$ cat src/rtl/core/lzw_compressor_top_defines.svh
// ---------------------------------------------------------------------------
// lzw_compressor_top_defines.svh
// Assertion macros used by the LZW compressor top.
// ---------------------------------------------------------------------------
`ifndef LZW_COMPRESSOR_TOP_DEFINES_SVH
`define LZW_COMPRESSOR_TOP_DEFINES_SVH

// Same-cycle implication, disabled while reset is asserted
`define LZW_ASSERT_NOW(lbl, clk, rst_n, ante, cons) \
    lbl: assert property (@(posedge clk) disable iff (!rst_n) (ante) |-> (cons)) \
        else $error("assertion failed");

// Next-cycle implication, disabled while reset is asserted
`define LZW_ASSERT_NEXT(lbl, clk, rst_n, ante, cons) \
    lbl: assert property (@(posedge clk) disable iff (!rst_n) (ante) |=> (cons)) \
        else $error("assertion failed");

`endif

$ cat src/rtl/core/lzwc_pkg.sv
// ---------------------------------------------------------------------------
// lzwc_pkg
// Types and constants shared by the LZW compressor controller and datapath.
// ---------------------------------------------------------------------------
package lzwc_pkg;

    localparam int unsigned LZWC_MAX_CODES = 4096;

    // Configuration register indexes (paddr[2])
    localparam logic REG_MIN_CODE_LEN = 1'b0;
    localparam logic REG_TABLE_SIZE   = 1'b1;

    localparam logic [3:0]  MIN_LEN_RESET  = 4'd9;
    localparam logic [12:0] TBL_SIZE_RESET = 13'd4096;
    localparam logic [3:0]  MIN_LEN_LO     = 4'd3;
    localparam logic [3:0]  MIN_LEN_HI     = 4'd9;
    localparam logic [12:0] TBL_SIZE_LO    = 13'd16;
    localparam logic [3:0]  WIDTH_TOP      = 4'd12;

    typedef enum logic [1:0] {
        EMIT_PREFIX,
        EMIT_CLEAR,
        EMIT_END
    } emit_sel_t;

    typedef struct packed {
        logic      load;
        logic      init_dict;
        logic      set_prefix_ch;
        logic      set_prefix_node;
        logic      clr_prefix;
        logic      set_stream;
        logic      clr_stream;
        logic      step_fc;
        logic      step_ns;
        logic      mark_tail;
        logic      add_entry;
        logic      link_entry;
        logic      grow_width;
        logic      emit;
        emit_sel_t emit_sel;
    } lzw_cmd_t;

    typedef struct packed {
        logic fc_zero;
        logic ns_zero;
        logic char_hit;
        logic table_full;
        logic in_stream;
        logic last;
        logic out_free;
    } lzw_sts_t;

endpackage

$ cat src/rtl/core/lzwc_ctrl.sv
// ---------------------------------------------------------------------------
// lzwc_ctrl
// Sequencer for the LZW compressor: search, emit, add and flush steps.
// ---------------------------------------------------------------------------
module lzwc_ctrl (
    input  logic               clk,
    input  logic               rst_n,
    input  logic               in_valid,
    output logic               in_ready,
    input  lzwc_pkg::lzw_sts_t sts,
    output lzwc_pkg::lzw_cmd_t cmd
);
    import lzwc_pkg::*;

    typedef enum logic [3:0] {
        ST_IDLE,
        ST_INIT,
        ST_EM_START,
        ST_RD_FC,
        ST_CHK,
        ST_CMP,
        ST_EM_PFX,
        ST_EM_CLR,
        ST_ADD1,
        ST_ADD2,
        ST_GROW,
        ST_EM_LASTP,
        ST_EM_END
    } state_t;

    state_t state_reg, state_next;
    state_t done_state;

    // After the byte is handled, flush on last byte or go idle
    assign done_state = sts.last ? ST_EM_LASTP : ST_IDLE;
    assign in_ready   = (state_reg == ST_IDLE);

    always_comb
    begin
        cmd        = '0;
        cmd.emit_sel = EMIT_PREFIX;
        state_next = state_reg;
        case (state_reg)
            ST_IDLE:
            begin
                if (in_valid)
                begin
                    cmd.load   = 1'b1;
                    state_next = sts.in_stream ? ST_RD_FC : ST_INIT;
                end
            end
            ST_INIT:
            begin
                cmd.init_dict = 1'b1;
                state_next    = ST_EM_START;
            end
            ST_EM_START:
            begin
                if (sts.out_free)
                begin
                    cmd.emit          = 1'b1;
                    cmd.emit_sel      = EMIT_CLEAR;
                    cmd.set_prefix_ch = 1'b1;
                    cmd.set_stream    = 1'b1;
                    state_next        = done_state;
                end
            end
            ST_RD_FC:
            begin
                state_next = ST_CHK;
            end
            ST_CHK:
            begin
                if (sts.fc_zero)
                begin
                    state_next = ST_EM_PFX;
                end
                else
                begin
                    cmd.step_fc = 1'b1;
                    state_next  = ST_CMP;
                end
            end
            ST_CMP:
            begin
                if (sts.char_hit)
                begin
                    cmd.set_prefix_node = 1'b1;
                    state_next          = done_state;
                end
                else if (sts.ns_zero)
                begin
                    cmd.mark_tail = 1'b1;
                    state_next    = ST_EM_PFX;
                end
                else
                begin
                    cmd.step_ns = 1'b1;
                end
            end
            ST_EM_PFX:
            begin
                if (sts.out_free)
                begin
                    cmd.emit   = 1'b1;
                    state_next = sts.table_full ? ST_EM_CLR : ST_ADD1;
                end
            end
            ST_EM_CLR:
            begin
                if (sts.out_free)
                begin
                    cmd.emit      = 1'b1;
                    cmd.emit_sel  = EMIT_CLEAR;
                    cmd.init_dict = 1'b1;
                    state_next    = ST_GROW;
                end
            end
            ST_ADD1:
            begin
                cmd.add_entry = 1'b1;
                state_next    = ST_ADD2;
            end
            ST_ADD2:
            begin
                cmd.link_entry = 1'b1;
                state_next     = ST_GROW;
            end
            ST_GROW:
            begin
                cmd.grow_width    = 1'b1;
                cmd.set_prefix_ch = 1'b1;
                state_next        = done_state;
            end
            ST_EM_LASTP:
            begin
                if (sts.out_free)
                begin
                    cmd.emit   = 1'b1;
                    state_next = ST_EM_END;
                end
            end
            ST_EM_END:
            begin
                if (sts.out_free)
                begin
                    cmd.emit       = 1'b1;
                    cmd.emit_sel   = EMIT_END;
                    cmd.clr_prefix = 1'b1;
                    cmd.clr_stream = 1'b1;
                    state_next     = ST_IDLE;
                end
            end
            default:
            begin
                state_next = ST_IDLE;
            end
        endcase
    end

    // Hold state
    always_ff @(posedge clk or negedge rst_n)
    begin
        if (!rst_n)
        begin
            state_reg <= ST_IDLE;
        end
        else
        begin
            state_reg <= state_next;
        end
    end

endmodule

$ cat config.mk
export PLATFORM = sky130hd
export DESIGN_NAME = lzwc_ctrl
export DESIGN_NICKNAME = d
export VERILOG_FILES = /design/src/rtl/core/lzw_compressor_top_defines.svh /design/src/rtl/core/lzwc_pkg.sv /design/src/rtl/core/lzwc_ctrl.sv
export SDC_FILE = /design/constraint.sdc
export NUM_CORES = 1
export LEC_CHECK = 0
export BUFFER_PORTS_ARGS = -buffer_cell sky130_fd_sc_hd__buf_2
export CAP_MARGIN = 20
export CORE_MARGIN = 4
export CORE_UTILIZATION = 40
export DETAILED_ROUTE_END_ITERATION = 10
export PLACE_DENSITY = 0.8
export SETUP_SLACK_MARGIN = 0.02
export SYNTH_ARGS = -nofsm -noshare
export SYNTH_HDL_FRONTEND = slang
export SYNTH_SLANG_ARGS = --single-unit
$ cat constraint.sdc
create_clock -name clk -period 5.01 [get_ports clk]
set_clock_uncertainty 0.1 [all_clocks]
set_input_delay 0.2505 -clock clk [delete_from_list [all_inputs] [get_ports clk]]
set_output_delay 0.2505 -clock clk [all_outputs]
set_load 0.05 [all_outputs]
* Word-level counts from Yosys, hierarchy flattened
Index checks and enable logic that the tools add are counted.
** Operators by class
- Add/sub/neg operators :: 0
- Eq/ne operators :: 19
- Bitwise logic cells :: 0
- Order comparisons :: 0
- Reduce and logical (&&, ||, !) cells :: 4
- Multipliers :: 0
- Shift operators :: 0
- Muxes and demuxes :: 35
- Div/mod/pow operators :: 0
** Operators by type and width (number)
- 4-bit one-hot mux with 13 select lines :: 1
- 4-bit 2-to-1 mux :: 10
- 4-bit equality test (second input constant) :: 5
- 4-bit by 3-bit equality test with 1-bit output (second input constant) :: 4
- 1-bit 2-to-1 mux :: 14
- 2-bit != test (second input constant) :: 6
- 4-bit by 2-bit equality test with 1-bit output (second input constant) :: 2
- 2-bit 2-to-1 mux :: 4
- 7-bit AND reduction :: 1
- 3-bit 2-to-1 mux :: 2
- 4-bit by 1-bit equality test with 1-bit output (second input constant) :: 1
- 4-bit logical NOT :: 1
- 1-bit one-hot mux with 2 select lines :: 2
- 2-bit one-hot mux with 2 select lines :: 1
- 2-bit OR reduction :: 2
- 3-bit != test (second input constant) :: 1
- 1-bit one-hot mux with 3 select lines :: 1
** Word-level totals
- Memories :: 0
- ROM bits :: 0
- Bits of input ports :: 10
- Logic and storage cells :: 59
- Latch bits :: 0
- Bits in registers :: 4
- Output and inout bits :: 17
- Memory bits (writable) :: 0

* Depth between registers and ports, before layout
- Word-level depth :: 3
- Depth in mapped cells :: 7
- Mapped depth without buffers :: 5

* Least setup slack after synthesis
Ideal clock, no wire load.
- Path kind :: reg2reg
- Start :: register state_reg[3]
- End :: register state_reg[0]
- Data arrival time :: 2545 ps
- Setup time :: 64 ps
- Path slack :: 2301 ps
- Cell stages (with the launch flop) :: 6
- Path through :: dfrtp_1 > buf_6 > nand2b_4 > nor4_1 > or3_1 > mux2_4
** On the way
- Cells in the longest elaborated chain, start to end :: 3
- Elaborated cells on any way between the ends :: 22
** RTL lines
- start, declared :: RTL line lzwc_ctrl.sv:31 : state_t state_reg, state_next;
- start signal, assigned :: RTL line lzwc_ctrl.sv:170 : state_reg <= state_next;
- 4-bit by 3-bit equality test with 1-bit output (tied with other cells) :: RTL line lzwc_ctrl.sv:43 : case (state_reg)
- 3-bit != test (no source line) or 2-bit != test (tied branches)
- 7-bit AND reduction (no source line)
Several ways; a longest one is shown, not always the timed one.
A chain may end at the register's enable or synchronous reset.

==> summary.md <==
| Metric | Value |
|---|---|
| Outcome | finished clean |
| Grt total ovfl | 0 |
| Via density | around 5.3 |
| Max reg flops | 4 |
| Core Box Area | around 1300 µm² |
| RSZ-0062 raised after global routing | no |
| Root Driver | clkbuf_4 |
| Clock period minus worst slack | between 2 and 2.5 ns |
| Slew @ Worst Pin | about 0.54 ns |
| # diodes | 0 |
| Register area share after synthesis | 0.175 |
| Req. time, crit path | approximately 4.7 ns |
| Pin count of the biggest net entering global routing | 21 |
| Synthesized area | between 500 and 600 µm² |
| Final setup viols | 0 |
| Seq cells post-synth | 4 |
| Worst reg2reg path depth | 5 |
| Nets | between 100 and 150 |
| Worst setup EP type | primary output |
| I/O Buffers | 26 |
| Worst skew pair latency | 0.24 ns |
| Relative slew slack | 0.641 |
| Hold_ws | approximately 0.26 ns |
| DR iter-0 viols | 12 |
| Worst Hold Class | primary input to async pin |
| Reg2reg setup slack | 2.94 ns |
| Initial core utilization | 0.434 |
| Final Util | 0.531 |
| Overall routed net length | approximately 1400 µm |
| Fill count | roughly 140 |
| Iteration count of the initial detailed-routing pass | 4 |
| Total GRT Usage | 0.150 |
| Worst EP arrival | 1.86 ns |
| TritonCTS clock tree | built |
| Chip height | around 46 µm |
| Number of warnings issued by yosys | 0 |
| Final worst path period share | 0.442 |
| Crit path from | state_reg[1] |
| H-tree depth | 1 |
| Global placer's final weighted congestion | 0.784 |
| Most common cell on crit path | nor2_1 |
| CTS buffer count | 3 |
| Post-Syn Instances | 74 |
| Pre-CTS WS | 2.94 ns |
| CTS Sinks | 4 |
| Cell Chain, Critical Path | nor2_1 -> a22o_2 -> a21oi_2 -> nor2_1 -> buf_2 |
| Die area | between 2000 and 2500 µm² |
| Critical path launch point type | register |
| FF-to-FF Start | state_reg[1] |
| Sum of negative setup slack | 0 ns |
| Dpl hpwl | 1100 µm |
| Max Freq | ~450 MHz |
| PnR worst setup slack | between 2 and 3 ns |
| Setup bufs post-CTS | 0 |
| Share of cells above drive strength 1 | 0.412 |
| Vias in the first global route | around 540 |
| Net Count, Synth | 84 |
| Crit Path Max Fanout | 20 |
| Initial antenna violation count | 0 |
| Count of different cell masters after synthesis | 36 |
| Via count | roughly 600 |
| Area growth syn-to-layout | 22.3% |
| Slowest stage delay, CP | roughly 0.67 ns |
| Drt wl/cell | 12.8 µm |
| FP Rows | 13 |
| Clk buf depth | 2 |
| Pwr/cell area | approximately 710 nW/µm² |
| Most used routing layer | met2 |
| Cell area after placement | around 670 µm² |
| Crit-path slowest cell | dfrtp_1 |
| Final Cell Area | around 700 µm² |
| Num ports | 27 |
| Leakage | 0.371 nW |
| CP Class | register to primary output |
| Met1 usage | 0.195 |
| First-pass GRT wire length | 2260 µm |
| Routing usage on met2 | 0.228 |
| DRC Markers | 0 |
| MaxCap Viol Count | 0 |
| Final Max Tran Viols | 0 |
| Die width | 45.8 µm |
| Maximum vdd drop | approximately 0.36 mV |
| GRT met3 Usage | 0.0395 |
| Mean post-synth cell area | ~7.7 µm² |
| Final Hold Viols | 0 |
| Reg-to-Reg End | state_reg[0] |
| Clock slew at reported path FFs | ~0.04 ns |
| Antenna-violating nets left | 0 |
-- per-layer routing --
metal / vias up / wire length, µm
li1: 305 / -
met1: 265 / 614
met2: 27 / 662
met3: 2 / 146
met4: 0 / 8
met5: - / 0
-- kinds of logic after synthesis --
family / after synthesis / synth area share
simple gates: 38 / 0.418
flops: 4 / 0.175
mux: 3 / 0.0700
buf+inv: 11 / 0.120
compound gates: 18 / 0.217
-- per-stage QoR --
step           total power, mW  cells
4_1_cts                  0.500    112
6_report                 0.498    112
3_5_place_dp             0.457    108
2_1_floorplan            0.409     74
3_3_place_gp             0.451    108
5_1_grt                  0.536    112
-- critical path, delay by kind of cell (launching register included) --
kind	cells	cell delay (ns)
AO/OA/AOI/OAI	2	0.50
flip-flops	1	0.67
buffers and inverters	1	0.21
AND/OR/NAND/NOR	2	0.24
-- area by class of cell --
type | instances | area (µm²) | share of cell area
clock buffers | 3 | 22.5 | 0.0322
inverters | 4 | 15.0 | 0.0215
multi-input cells | 59 | 403 | 0.576
flip-flops and latches | 4 | 100 | 0.143
well taps | 15 | 18.8 | 0.0268
repair buffers | 27 | 140 | 0.200
-- how the worst max path moves through the flow --
stage                        end  slack, ns
finish                    cmd[2]       2.80
CTS                       cmd[2]       2.80
detailed placement  state_reg[0]       2.94
global route              cmd[2]       2.68
global placement    state_reg[0]       2.99
floorplan           state_reg[0]       2.30
-- synth_stat cells, drive strengths merged --
| library cell | instances | area share |
|---|---|---|
| clkbuf | 1 | 0.0066 |
| nor3b | 2 | 0.026 |
| buf | 6 | 0.088 |
| a22o | 1 | 0.018 |
| inv | 4 | 0.026 |
| and2 | 2 | 0.022 |
| nand3 | 2 | 0.018 |
| nand2b | 3 | 0.046 |
| nor3 | 3 | 0.026 |
| nor4 | 3 | 0.070 |
| nor2 | 10 | 0.070 |
| a211oi | 1 | 0.013 |
| dfrtp | 4 | 0.18 |
| or2 | 1 | 0.011 |
| nor2b | 2 | 0.026 |
| a32o | 1 | 0.018 |
| a211o | 2 | 0.031 |
| mux2 | 2 | 0.053 |
| o21a | 1 | 0.026 |
| mux2i | 1 | 0.018 |
| or3 | 1 | 0.011 |
| nand3b | 1 | 0.013 |
| and4 | 1 | 0.015 |
| a21oi | 9 | 0.085 |
| and3 | 2 | 0.022 |
| o21ai | 3 | 0.026 |
| and3b | 1 | 0.015 |
| nand2 | 4 | 0.026 |
-- power by group --
part	internal, mW	switching (mW)	total, mW	leakage (nW)
combinational	0.133	0.218	0.351	0.307
clock	0.0268	0.0131	0.0398	0.0138
sequential	0.0475	0.0597	0.107	0.0498
-- layout by cell type (no fill, tap or decap), drive strengths merged, types with 3 or more instances in the layout --
cell type / Yosys / layout
a21oi: 9 / 9
clkbuf: 1 / 3
dfrtp: 4 / 4
nand2: 4 / 4
o21ai: 3 / 3
nor2: 10 / 10
nor3: 3 / 3
buf: 6 / 26
nor4: 3 / 3
nand2b: 3 / 3
inv: 4 / 4
-- what timing repair did --
action,in CTS,in global routing
hold endpoints to repair,4,0
hold buffers,1,0
gates resized for setup,0,0
(Power assumes the default switching activity.)
